<file path="src/rpst_pkg.sv">
// ----------------------------------------------------------------------------
// rpst_pkg
// Shared constants and types for the rotation pulse speed tracker.
// ----------------------------------------------------------------------------
package rpst_pkg;

    // Samples gathered per vote block (3..15)
    localparam int SAMPLES_PER_VOTE = 8;
    // Speed history ring depth, power of two (2..64)
    localparam int SPEED_HISTORY    = 8;
    localparam int TRANS_PER_SPEED  = 4;
    localparam int US_PER_SECOND    = 1000000;

    localparam int SLOT_W  = $clog2(SAMPLES_PER_VOTE + 1);
    localparam int TCNT_W  = $clog2(TRANS_PER_SPEED + 1);
    localparam int HIST_AW = $clog2(SPEED_HISTORY);
    localparam int TIME_W  = 32;
    localparam int TRANS_W = 32;
    localparam int POS_W   = 16;
    localparam int SPEED_W = 30;
    localparam int SUM_W   = SPEED_W + HIST_AW;
    localparam int DCNT_W  = $clog2(SPEED_W);

    localparam int QUEUE_DEPTH = 4;
    localparam int QPTR_W      = $clog2(QUEUE_DEPTH);

    // 4 transitions * 1e6 us/s * 256 (Q8)
    localparam logic [SPEED_W-1:0] SPEED_NUM =
        SPEED_W'(TRANS_PER_SPEED * US_PER_SECOND * 256);
    localparam logic [SPEED_W-1:0] SPEED_MAX = SPEED_NUM;

    localparam logic [SLOT_W-1:0] SLOT_VOTE      = SLOT_W'(SAMPLES_PER_VOTE);
    localparam logic [SLOT_W-1:0] VOTE_LOW_MAX   = SLOT_W'(1);
    localparam logic [SLOT_W-1:0] VOTE_HIGH_MIN  = SLOT_W'(SAMPLES_PER_VOTE - 1);
    localparam logic [TCNT_W-1:0] TCNT_SPEED     = TCNT_W'(TRANS_PER_SPEED);
    localparam logic [HIST_AW-1:0] HIST_LAST     = HIST_AW'(SPEED_HISTORY - 1);
    localparam logic [POS_W-1:0]  POS_MAX        = '1;

    // Item handed from front to back
    typedef struct packed {
        logic [TRANS_W-1:0] trans;
        logic [POS_W-1:0]   pos;
        logic               speed_req;
        logic [TIME_W-1:0]  dt;
    } rpst_item_t;

endpackage

</file>
<file path="src/rotation_pulse_speed_tracker_core.sv">
// ----------------------------------------------------------------------------
// rotation_pulse_speed_tracker_core
// Tachometer: majority vote on sensor pin blocks, transition and position
// counting, speed from an iterative divider, speed history average.
// ----------------------------------------------------------------------------
// Usage:
//   Input channel (in_valid/in_ready) takes one pin sample item per cycle
//   while in_ready is high, with the ramp flag, direction and microsecond
//   timestamp. Output channel (out_valid/out_ready) returns one result
//   item per input item, in order. The front votes and counts at
//   acceptance and pushes into a 4-entry queue; the back pulls from the
//   queue and drives a registered output. Items that complete every
//   fourth transition need a speed: 1000000*1024/dt on a radix-2
//   divider that runs 30 iterations before the result shows (a zero
//   dt saturates without dividing). Throughput is one item per cycle
//   between speed items while the receiver is ready; while the divider
//   runs the speed item stays at the queue head, the queue absorbs up
//   to three more items, then in_ready drops.
//   Reset clears all counters, the vote, the position, the history ring
//   and its sum. A stalled receiver holds the result; the back stops, the
//   queue fills and in_ready falls, so no item is lost.
// ----------------------------------------------------------------------------
module rotation_pulse_speed_tracker_core (
    input  logic        clk,
    input  logic        rst_n,
    input  logic        in_valid,
    output logic        in_ready,
    input  logic        pin_level,
    input  logic        power_ramping,
    input  logic        direction_up,
    input  logic [31:0] time_us,
    output logic        out_valid,
    input  logic        out_ready,
    output logic [31:0] transition_count,
    output logic [15:0] position,
    output logic        speed_valid,
    output logic [29:0] speed_q8,
    output logic [29:0] average_speed_q8,
    output logic        history_wrapped
);
    import rpst_pkg::*;

    rpst_item_t front_item;
    rpst_item_t head_item;
    logic       q_full;
    logic       q_empty;
    logic       q_pop;
    logic       push;

    // Accept whenever the queue has room; the back drains it independently.
    assign in_ready = ~q_full;
    assign push     = in_valid & in_ready;

    rpst_front u_front (
        .clk           (clk),
        .rst_n         (rst_n),
        .push          (push),
        .pin_level     (pin_level),
        .power_ramping (power_ramping),
        .direction_up  (direction_up),
        .time_us       (time_us),
        .item          (front_item)
    );

    rpst_fifo u_fifo (
        .clk       (clk),
        .rst_n     (rst_n),
        .push      (push),
        .push_item (front_item),
        .pop       (q_pop),
        .head      (head_item),
        .full      (q_full),
        .empty     (q_empty)
    );

    // Back: divider, history ring and output register.
    rpst_back u_back (
        .clk              (clk),
        .rst_n            (rst_n),
        .head             (head_item),
        .q_empty          (q_empty),
        .pop              (q_pop),
        .out_valid        (out_valid),
        .out_ready        (out_ready),
        .transition_count (transition_count),
        .position         (position),
        .speed_valid      (speed_valid),
        .speed_q8         (speed_q8),
        .average_speed_q8 (average_speed_q8),
        .history_wrapped  (history_wrapped)
    );

endmodule

</file>
<file path="src/rpst_front.sv">
// ----------------------------------------------------------------------------
// rpst_front
// Block voting, transition counting and position tracking; tags items that
// need a speed computation and hands them to the queue.
// ----------------------------------------------------------------------------
module rpst_front (
    input  logic                        clk,
    input  logic                        rst_n,
    input  logic                        push,
    input  logic                        pin_level,
    input  logic                        power_ramping,
    input  logic                        direction_up,
    input  logic [31:0]                 time_us,
    output rpst_pkg::rpst_item_t        item
);
    import rpst_pkg::*;

    logic [SLOT_W-1:0]  slot_reg, slot_next;
    logic [SLOT_W-1:0]  ones_reg, ones_next;
    logic               voted_reg, voted_next;
    logic [TRANS_W-1:0] trans_reg, trans_next;
    logic [TCNT_W-1:0]  since_reg, since_next;
    logic [POS_W-1:0]   pos_reg, pos_next;
    logic [TIME_W-1:0]  tlast_reg, tlast_next;

    logic [SLOT_W-1:0]  slot_v;
    logic [SLOT_W-1:0]  ones_v;
    logic               step;
    logic [TCNT_W-1:0]  since_sum;
    logic               req;

    always_comb
    begin
        slot_v     = power_ramping ? '0 : slot_reg;
        ones_v     = power_ramping ? '0 : ones_reg;
        slot_next  = slot_v;
        ones_next  = ones_v;
        voted_next = voted_reg;
        step       = 1'b0;
        if (slot_v < SLOT_VOTE)
        begin
            ones_next = ((slot_v == '0) ? '0 : ones_v)
                      + {{(SLOT_W-1){1'b0}}, pin_level};
            slot_next = slot_v + SLOT_W'(1);
        end
        else
        begin
            slot_next = '0;
            ones_next = '0;
            if (ones_v <= VOTE_LOW_MAX)
            begin
                step       = voted_reg;
                voted_next = 1'b0;
            end
            else if (ones_v >= VOTE_HIGH_MIN)
            begin
                step       = ~voted_reg;
                voted_next = 1'b1;
            end
        end

        trans_next = trans_reg;
        pos_next   = pos_reg;
        if (step)
        begin
            trans_next = trans_reg + TRANS_W'(1);
            if (direction_up)
            begin
                if (pos_reg != POS_MAX)
                    pos_next = pos_reg + POS_W'(1);
            end
            else if (pos_reg != '0)
            begin
                pos_next = pos_reg - POS_W'(1);
            end
        end

        since_sum  = since_reg + {{(TCNT_W-1){1'b0}}, step};
        req        = (since_sum >= TCNT_SPEED);
        since_next = req ? '0 : since_sum;
        tlast_next = req ? time_us : tlast_reg;

        item.trans     = trans_next;
        item.pos       = pos_next;
        item.speed_req = req;
        item.dt        = time_us - tlast_reg;
    end

    always_ff @(posedge clk or negedge rst_n)
    begin
        if (!rst_n)
        begin
            slot_reg  <= '0;
            ones_reg  <= '0;
            voted_reg <= 1'b0;
            trans_reg <= '0;
            since_reg <= '0;
            pos_reg   <= '0;
            tlast_reg <= '0;
        end
        else if (push)
        begin
            slot_reg  <= slot_next;
            ones_reg  <= ones_next;
            voted_reg <= voted_next;
            trans_reg <= trans_next;
            since_reg <= since_next;
            pos_reg   <= pos_next;
            tlast_reg <= tlast_next;
        end
    end

endmodule

</file>
<file path="src/rpst_fifo.sv">
// ----------------------------------------------------------------------------
// rpst_fifo
// Short item queue between front and back.
// ----------------------------------------------------------------------------
module rpst_fifo (
    input  logic                 clk,
    input  logic                 rst_n,
    input  logic                 push,
    input  rpst_pkg::rpst_item_t push_item,
    input  logic                 pop,
    output rpst_pkg::rpst_item_t head,
    output logic                 full,
    output logic                 empty
);
    import rpst_pkg::*;

    rpst_item_t          mem_reg [QUEUE_DEPTH];
    logic [QPTR_W-1:0]   wr_reg, wr_next;
    logic [QPTR_W-1:0]   rd_reg, rd_next;
    logic [QPTR_W:0]     cnt_reg, cnt_next;

    assign full  = (cnt_reg == (QPTR_W+1)'(QUEUE_DEPTH));
    assign empty = (cnt_reg == '0);
    assign head  = mem_reg[rd_reg];

    always_comb
    begin
        wr_next  = push ? wr_reg + QPTR_W'(1) : wr_reg;
        rd_next  = pop  ? rd_reg + QPTR_W'(1) : rd_reg;
        cnt_next = cnt_reg + (QPTR_W+1)'(push) - (QPTR_W+1)'(pop);
    end

    always_ff @(posedge clk)
    begin
        if (push)
            mem_reg[wr_reg] <= push_item;
    end

    always_ff @(posedge clk or negedge rst_n)
    begin
        if (!rst_n)
        begin
            wr_reg  <= '0;
            rd_reg  <= '0;
            cnt_reg <= '0;
        end
        else
        begin
            wr_reg  <= wr_next;
            rd_reg  <= rd_next;
            cnt_reg <= cnt_next;
        end
    end

endmodule

</file>
<file path="src/rpst_div.sv">
// ----------------------------------------------------------------------------
// rpst_div
// Radix-2 restoring divider: SPEED_NUM / divisor, one quotient bit a cycle.
// ----------------------------------------------------------------------------
module rpst_div (
    input  logic                          clk,
    input  logic                          rst_n,
    input  logic                          start,
    input  logic [31:0]                   divisor,
    output logic                          done,
    output logic [rpst_pkg::SPEED_W-1:0]  quotient
);
    import rpst_pkg::*;

    logic [TIME_W-1:0]  dvs_reg;
    logic [TIME_W-1:0]  rem_reg;
    logic [SPEED_W-1:0] quot_reg;
    logic [DCNT_W-1:0]  cnt_reg;
    logic               busy_reg;
    logic               done_reg;

    logic [TIME_W:0]    rem_shift;
    logic               ge;
    logic [TIME_W:0]    rem_sub;
    logic               last;

    always_comb
    begin
        rem_shift = {rem_reg, quot_reg[SPEED_W-1]};
        ge        = (rem_shift >= {1'b0, dvs_reg});
        rem_sub   = rem_shift - {1'b0, dvs_reg};
        last      = (cnt_reg == DCNT_W'(SPEED_W - 1));
    end

    assign done     = done_reg;
    assign quotient = quot_reg;

    always_ff @(posedge clk)
    begin
        if (start)
        begin
            dvs_reg  <= divisor;
            rem_reg  <= '0;
            quot_reg <= SPEED_NUM;
        end
        else if (busy_reg)
        begin
            rem_reg  <= ge ? rem_sub[TIME_W-1:0] : rem_shift[TIME_W-1:0];
            quot_reg <= {quot_reg[SPEED_W-2:0], ge};
        end
    end

    always_ff @(posedge clk or negedge rst_n)
    begin
        if (!rst_n)
        begin
            cnt_reg  <= '0;
            busy_reg <= 1'b0;
            done_reg <= 1'b0;
        end
        else
        begin
            done_reg <= busy_reg && last;
            if (start)
            begin
                cnt_reg  <= '0;
                busy_reg <= 1'b1;
            end
            else if (busy_reg)
            begin
                cnt_reg <= cnt_reg + DCNT_W'(1);
                if (last)
                    busy_reg <= 1'b0;
            end
        end
    end

endmodule

</file>
<file path="src/rpst_back.sv">
// ----------------------------------------------------------------------------
// rpst_back
// Speed computation, history ring with running sum, and output register.
// ----------------------------------------------------------------------------
module rpst_back (
    input  logic                          clk,
    input  logic                          rst_n,
    input  rpst_pkg::rpst_item_t          head,
    input  logic                          q_empty,
    output logic                          pop,
    output logic                          out_valid,
    input  logic                          out_ready,
    output logic [31:0]                   transition_count,
    output logic [15:0]                   position,
    output logic                          speed_valid,
    output logic [29:0]                   speed_q8,
    output logic [29:0]                   average_speed_q8,
    output logic                          history_wrapped
);
    import rpst_pkg::*;

    localparam logic [1:0] ST_IDLE = 2'd0;
    localparam logic [1:0] ST_DIV  = 2'd1;
    localparam logic [1:0] ST_DONE = 2'd2;

    logic [1:0]          state_reg, state_next;
    logic [SPEED_W-1:0]  hist_reg [SPEED_HISTORY];
    logic [HIST_AW-1:0]  hslot_reg;
    logic [SUM_W-1:0]    sum_reg;
    logic [SPEED_W-1:0]  last_reg;
    logic                oval_reg;
    logic [TRANS_W-1:0]  otrans_reg;
    logic [POS_W-1:0]    opos_reg;
    logic                osv_reg;
    logic                owrap_reg;

    logic                out_free;
    logic                commit;
    logic                div_start;
    logic                div_done;
    logic [SPEED_W-1:0]  div_quot;
    logic                dt_zero;
    logic [SPEED_W-1:0]  spd;
    logic [SUM_W-1:0]    sum_next;

    rpst_div u_div (
        .clk      (clk),
        .rst_n    (rst_n),
        .start    (div_start),
        .divisor  (head.dt),
        .done     (div_done),
        .quotient (div_quot)
    );

    always_comb
    begin
        out_free   = ~oval_reg | out_ready;
        dt_zero    = (head.dt == '0);
        commit     = 1'b0;
        div_start  = 1'b0;
        state_next = state_reg;
        case (state_reg)
            ST_IDLE:
            begin
                if (!q_empty)
                begin
                    if (head.speed_req && !dt_zero)
                    begin
                        div_start  = 1'b1;
                        state_next = ST_DIV;
                    end
                    else if (out_free)
                    begin
                        commit = 1'b1;
                    end
                end
            end
            ST_DIV:
            begin
                if (div_done)
                    state_next = ST_DONE;
            end
            ST_DONE:
            begin
                if (out_free)
                begin
                    commit     = 1'b1;
                    state_next = ST_IDLE;
                end
            end
            default:
            begin
                state_next = ST_IDLE;
            end
        endcase
        pop      = commit;
        spd      = dt_zero ? SPEED_MAX : div_quot;
        sum_next = sum_reg - SUM_W'(hist_reg[hslot_reg]) + SUM_W'(spd);
    end

    assign out_valid        = oval_reg;
    assign transition_count = otrans_reg;
    assign position         = opos_reg;
    assign speed_valid      = osv_reg;
    assign speed_q8         = last_reg;
    assign average_speed_q8 = sum_reg[SUM_W-1:HIST_AW];
    assign history_wrapped  = owrap_reg;

    always_ff @(posedge clk)
    begin
        if (commit)
        begin
            otrans_reg <= head.trans;
            opos_reg   <= head.pos;
            osv_reg    <= head.speed_req;
            owrap_reg  <= head.speed_req && (hslot_reg == HIST_LAST);
        end
    end

    always_ff @(posedge clk or negedge rst_n)
    begin
        if (!rst_n)
        begin
            state_reg <= ST_IDLE;
            oval_reg  <= 1'b0;
            hslot_reg <= '0;
            sum_reg   <= '0;
            last_reg  <= '0;
            for (int i = 0; i < SPEED_HISTORY; i++)
                hist_reg[i] <= '0;
        end
        else
        begin
            state_reg <= state_next;
            if (commit)
                oval_reg <= 1'b1;
            else if (out_ready)
                oval_reg <= 1'b0;
            if (commit && head.speed_req)
            begin
                hist_reg[hslot_reg] <= spd;
                sum_reg             <= sum_next;
                last_reg            <= spd;
                hslot_reg           <= (hslot_reg == HIST_LAST) ? '0
                                       : hslot_reg + HIST_AW'(1);
            end
        end
    end

endmodule

</file>
<file path="config.mk">
export PLATFORM = sky130hd
export DESIGN_NAME = rotation_pulse_speed_tracker_core
export DESIGN_NICKNAME = d
export VERILOG_FILES = /design/src/rpst_pkg.sv /design/src/rotation_pulse_speed_tracker_core.sv /design/src/rpst_front.sv /design/src/rpst_fifo.sv /design/src/rpst_div.sv /design/src/rpst_back.sv
export SDC_FILE = /design/constraint.sdc
export NUM_CORES = 2
export LEC_CHECK = 0
export ABC_AREA = 1
export CAP_MARGIN = 20
export CORE_MARGIN = 4
export CORE_UTILIZATION = 32
export CTS_CLUSTER_DIAMETER = 60
export DETAILED_ROUTE_END_ITERATION = 12
export DONT_BUFFER_PORTS = 1
export SLEW_MARGIN = 30
export SYNTH_ARGS = -nofsm -noshare
export SYNTH_HDL_FRONTEND = slang
export SYNTH_SLANG_ARGS = --single-unit
</file>
<file path="constraint.sdc">
create_clock -name clk -period 8.64 [get_ports clk]
set_clock_uncertainty 0.05 [all_clocks]
set_input_delay 1.296 -clock clk [delete_from_list [all_inputs] [get_ports clk]]
set_output_delay 1.296 -clock clk [all_outputs]
set_load 0.02 [all_outputs]
</file>
==> results.yml <==
grt:
  grt_pass1_vias: 33025
  grt_usage_pct: 16.3
  grt_start_max_net_pins: 416
  antenna_found_initial: 0
  overflow: 0
  grt_pass1_wl_um: 191000
yosys:
  syn_nets: 5136
  async_flop_share_pct: 47.0
  synth_edf_count: 406
  netlist_area_um2: 44300
  yosysTopAreaCellShare_pct: 27.5
  yosysTopAreaCell: "edfxtp_1"
  avgSynthCellArea_um2: 8.95
  ys_warn_count: 0
  synth_cell_types: 46
  ys.flop_type: "dfrtp_1"
  ys_seq_elements: 883
  ys_seq_area_share_pct: 53.8
  synthTopCellsByArea: "edfxtp_1 28%, dfrtp_1 23%, nand2_1 12%, nand4_1 4.2%, inv_1 3.6%"
  syn_inst: 4948
drt:
  maxUsedRoutingLayer: "met4"
  wl_met2_um: 54200
  ant_nets: 0
  wl_met3_um: 7290
  via_count: 34208
  drc: 0
  wl_um: 120000
  vias_per_cell: 5.10
  wl_met1_um: 55500
  wl_per_cell_um: 17.9
  firstDrtPassIters: 9
  drt_iter0_markers: 3036
floorplan:
  coreArea_um2: 137000
  die_y_um: 380
  pin_count: 151
  rows: 136
  dieArea_um2: 144000
  start_util_pct: 32.2
  die_w_um: 380
layout:
  instances_no_fill: 6701
  largest_register_ffs: 324
  area_growth_pct: 11.3
  drive_gt1_share_pct: 5.67
  final_util_pct: 35.8
  fin_area_um2: 49300
  nets: 5008
sta:
  worst_pin_slew_ps: 1210
  finalCritPeriodShare_pct: 70.6
  setup_tns_ps: 0
  rsz0062_at_grt: "no"
  slew_violations: 0
  fmax_mhz: 164
  setup_viol: 0
  hold_viol: 0
  slew_headroom_pct: 19.4
  period_needed_ps: 6100
outcome:
  status: "finished, final reports clean"
placement:
  placedCellCount: 6509
  place.gp.congestion: 0.941
  port-buffer-count: 0
  dp_hpwl_um: 74400
  placed_area_um2: 45700
power_and_ir_drop:
  p_leak_nw: 21.8
  ir_worst_vdd_mv: 0.235
  p_per_area_nw_per_um2: 444
worst_setup_path:
  rr_endpoint: "u_back.sum_reg[19]$_DFFE_PN0P_"
  worstSetupEndpointType: "flop"
  r2r_setup_slack_ps: 2540
  crit_fanout: 70
  cp.arrival_ps: 6690
  cp.required_ps: 9230
  r2r_cells: 25
  reg2reg_from: "u_fifo.rd_reg[0]$_DFFE_PN0P_"
  critPathLaunchType: "flop"
  critPathKind: "reg -> reg"
clocking:
  cts_tree: "yes"
  root_buffer: "clkbuf_16"
  cts_hold_repair.buffers: 0
  clock_latency_ps: 720
  htreeDepth: 3
  clkTransAtPathRegs_ps: 60
  cts-buffers-inserted: 100
  cts.sinks: 883
  post_cts_buffers: 0
  cts-resized-gates: 0
  clockBufferDepth: 3
job:
  drv_cap: 0
min_path:
  min_path_type: "in -> async"
stage by stage:
step	setup slack [ps]	hold slack, ps	power, mW
finish	2540	246	21.9
global route	1970	206	23.6
CTS	2530	253	21.9
detailed placement	2610	413	17.4
global placement	2600	407	17.3
floorplan	3100	380	14.6
worst max path at each step:
stage | from | end | cells after the start
6_report | u_fifo.rd_reg[0]$_DFFE_PN0P_ | u_back.sum_reg[19]$_DFFE_PN0P_ | 25
5_1_grt | u_fifo.rd_reg[0]$_DFFE_PN0P_ | u_back.sum_reg[19]$_DFFE_PN0P_ | 25
4_1_cts | u_fifo.rd_reg[0]$_DFFE_PN0P_ | u_back.sum_reg[19]$_DFFE_PN0P_ | 25
3_5_place_dp | u_fifo.rd_reg[0]$_DFFE_PN0P_ | u_back.sum_reg[19]$_DFFE_PN0P_ | 25
3_3_place_gp | u_fifo.rd_reg[0]$_DFFE_PN0P_ | u_back.sum_reg[19]$_DFFE_PN0P_ | 25
2_1_floorplan | in_valid | u_fifo.mem_reg[0][0]$_DFFE_PP_ | 3
logic make-up (layout without fill, tap and decap cells):
group,Yosys count,in the layout,synth area share (%)
and+or+nand+nor,2389,2389,23.1
other,0,1,0
DFF,883,883,53.8
buffers and inverters,725,683,6.91
muxes,1,1,0.0254
adders and majority gates,149,149,4.77
AOI/OAI and AO/OA,665,665,8.73
xor gates and xnor gates,136,136,2.69
area by class of cell:
class,instances,area [µm²]
clock inverters,54,713
clock buffers,134,2770
flip-flops and latches,883,23800
well taps,1794,2240
inverters,429,1610
diodes,1,2.50
multi-input cells,3340,17500
fillers,13953,88200
repair buffers,66,603
where the power goes:
part	leakage, nW	switching, mW	internal (mW)
clock	1.69	1.83	2.59
combinational	10.3	7.18	3.11
sequential	9.73	1.00	6.14
cell usage in the layout (no fill, tap or decap), types with 103 or more instances in the layout:
master    synthesis  layout
nand3_1         216     216
nand4_1         299     299
inv_1           427     423
a21oi_1         167     167
xor2_1          103     103
ha_1            116     116
nor2_1          355     350
dfrtp_1         415     413
edfxtp_1        406     406
nand2_1        1408    1405
o21ai_0         279     279
critical path, cell delays in order (launching register included):
cell,delay (ps)
dfrtp_4,760
inv_4,620
nand2_1,110
nand3_1,100
nand2_1,100
nand2_1,120
nor2_1,50
nand2_1,70
nor2_1,50
nand2_1,300
inv_1,70
buf_4,270
nor2_1,610
inv_1,140
fa_1,530
inv_1,40
ha_1,370
nand2_1,130
nor2_1,160
inv_1,90
nor3_1,420
nand4_1,250
nand2_1,160
xor2_1,160
nand3_1,100
nand2_1,110
synth_stat cells (62+ instances only):
master	instances
nand2_1	1408
inv_1	427
dfrtp_1	415
edfxtp_1	406
nor2_1	355
nand4_1	299
o21ai_0	279
nand3_1	216
clkbuf_1	181
a21oi_1	167
ha_1	116
xor2_1	103
dfxtp_1	62
layer usage:
layer,track usage [%],vias to the layer above
met5,0,-
met3,2.80,188
met4,4.73,0
met2,25.6,1016
met1,23.3,16604
li1,-,16400
Power figures use the tool's default switching activity.
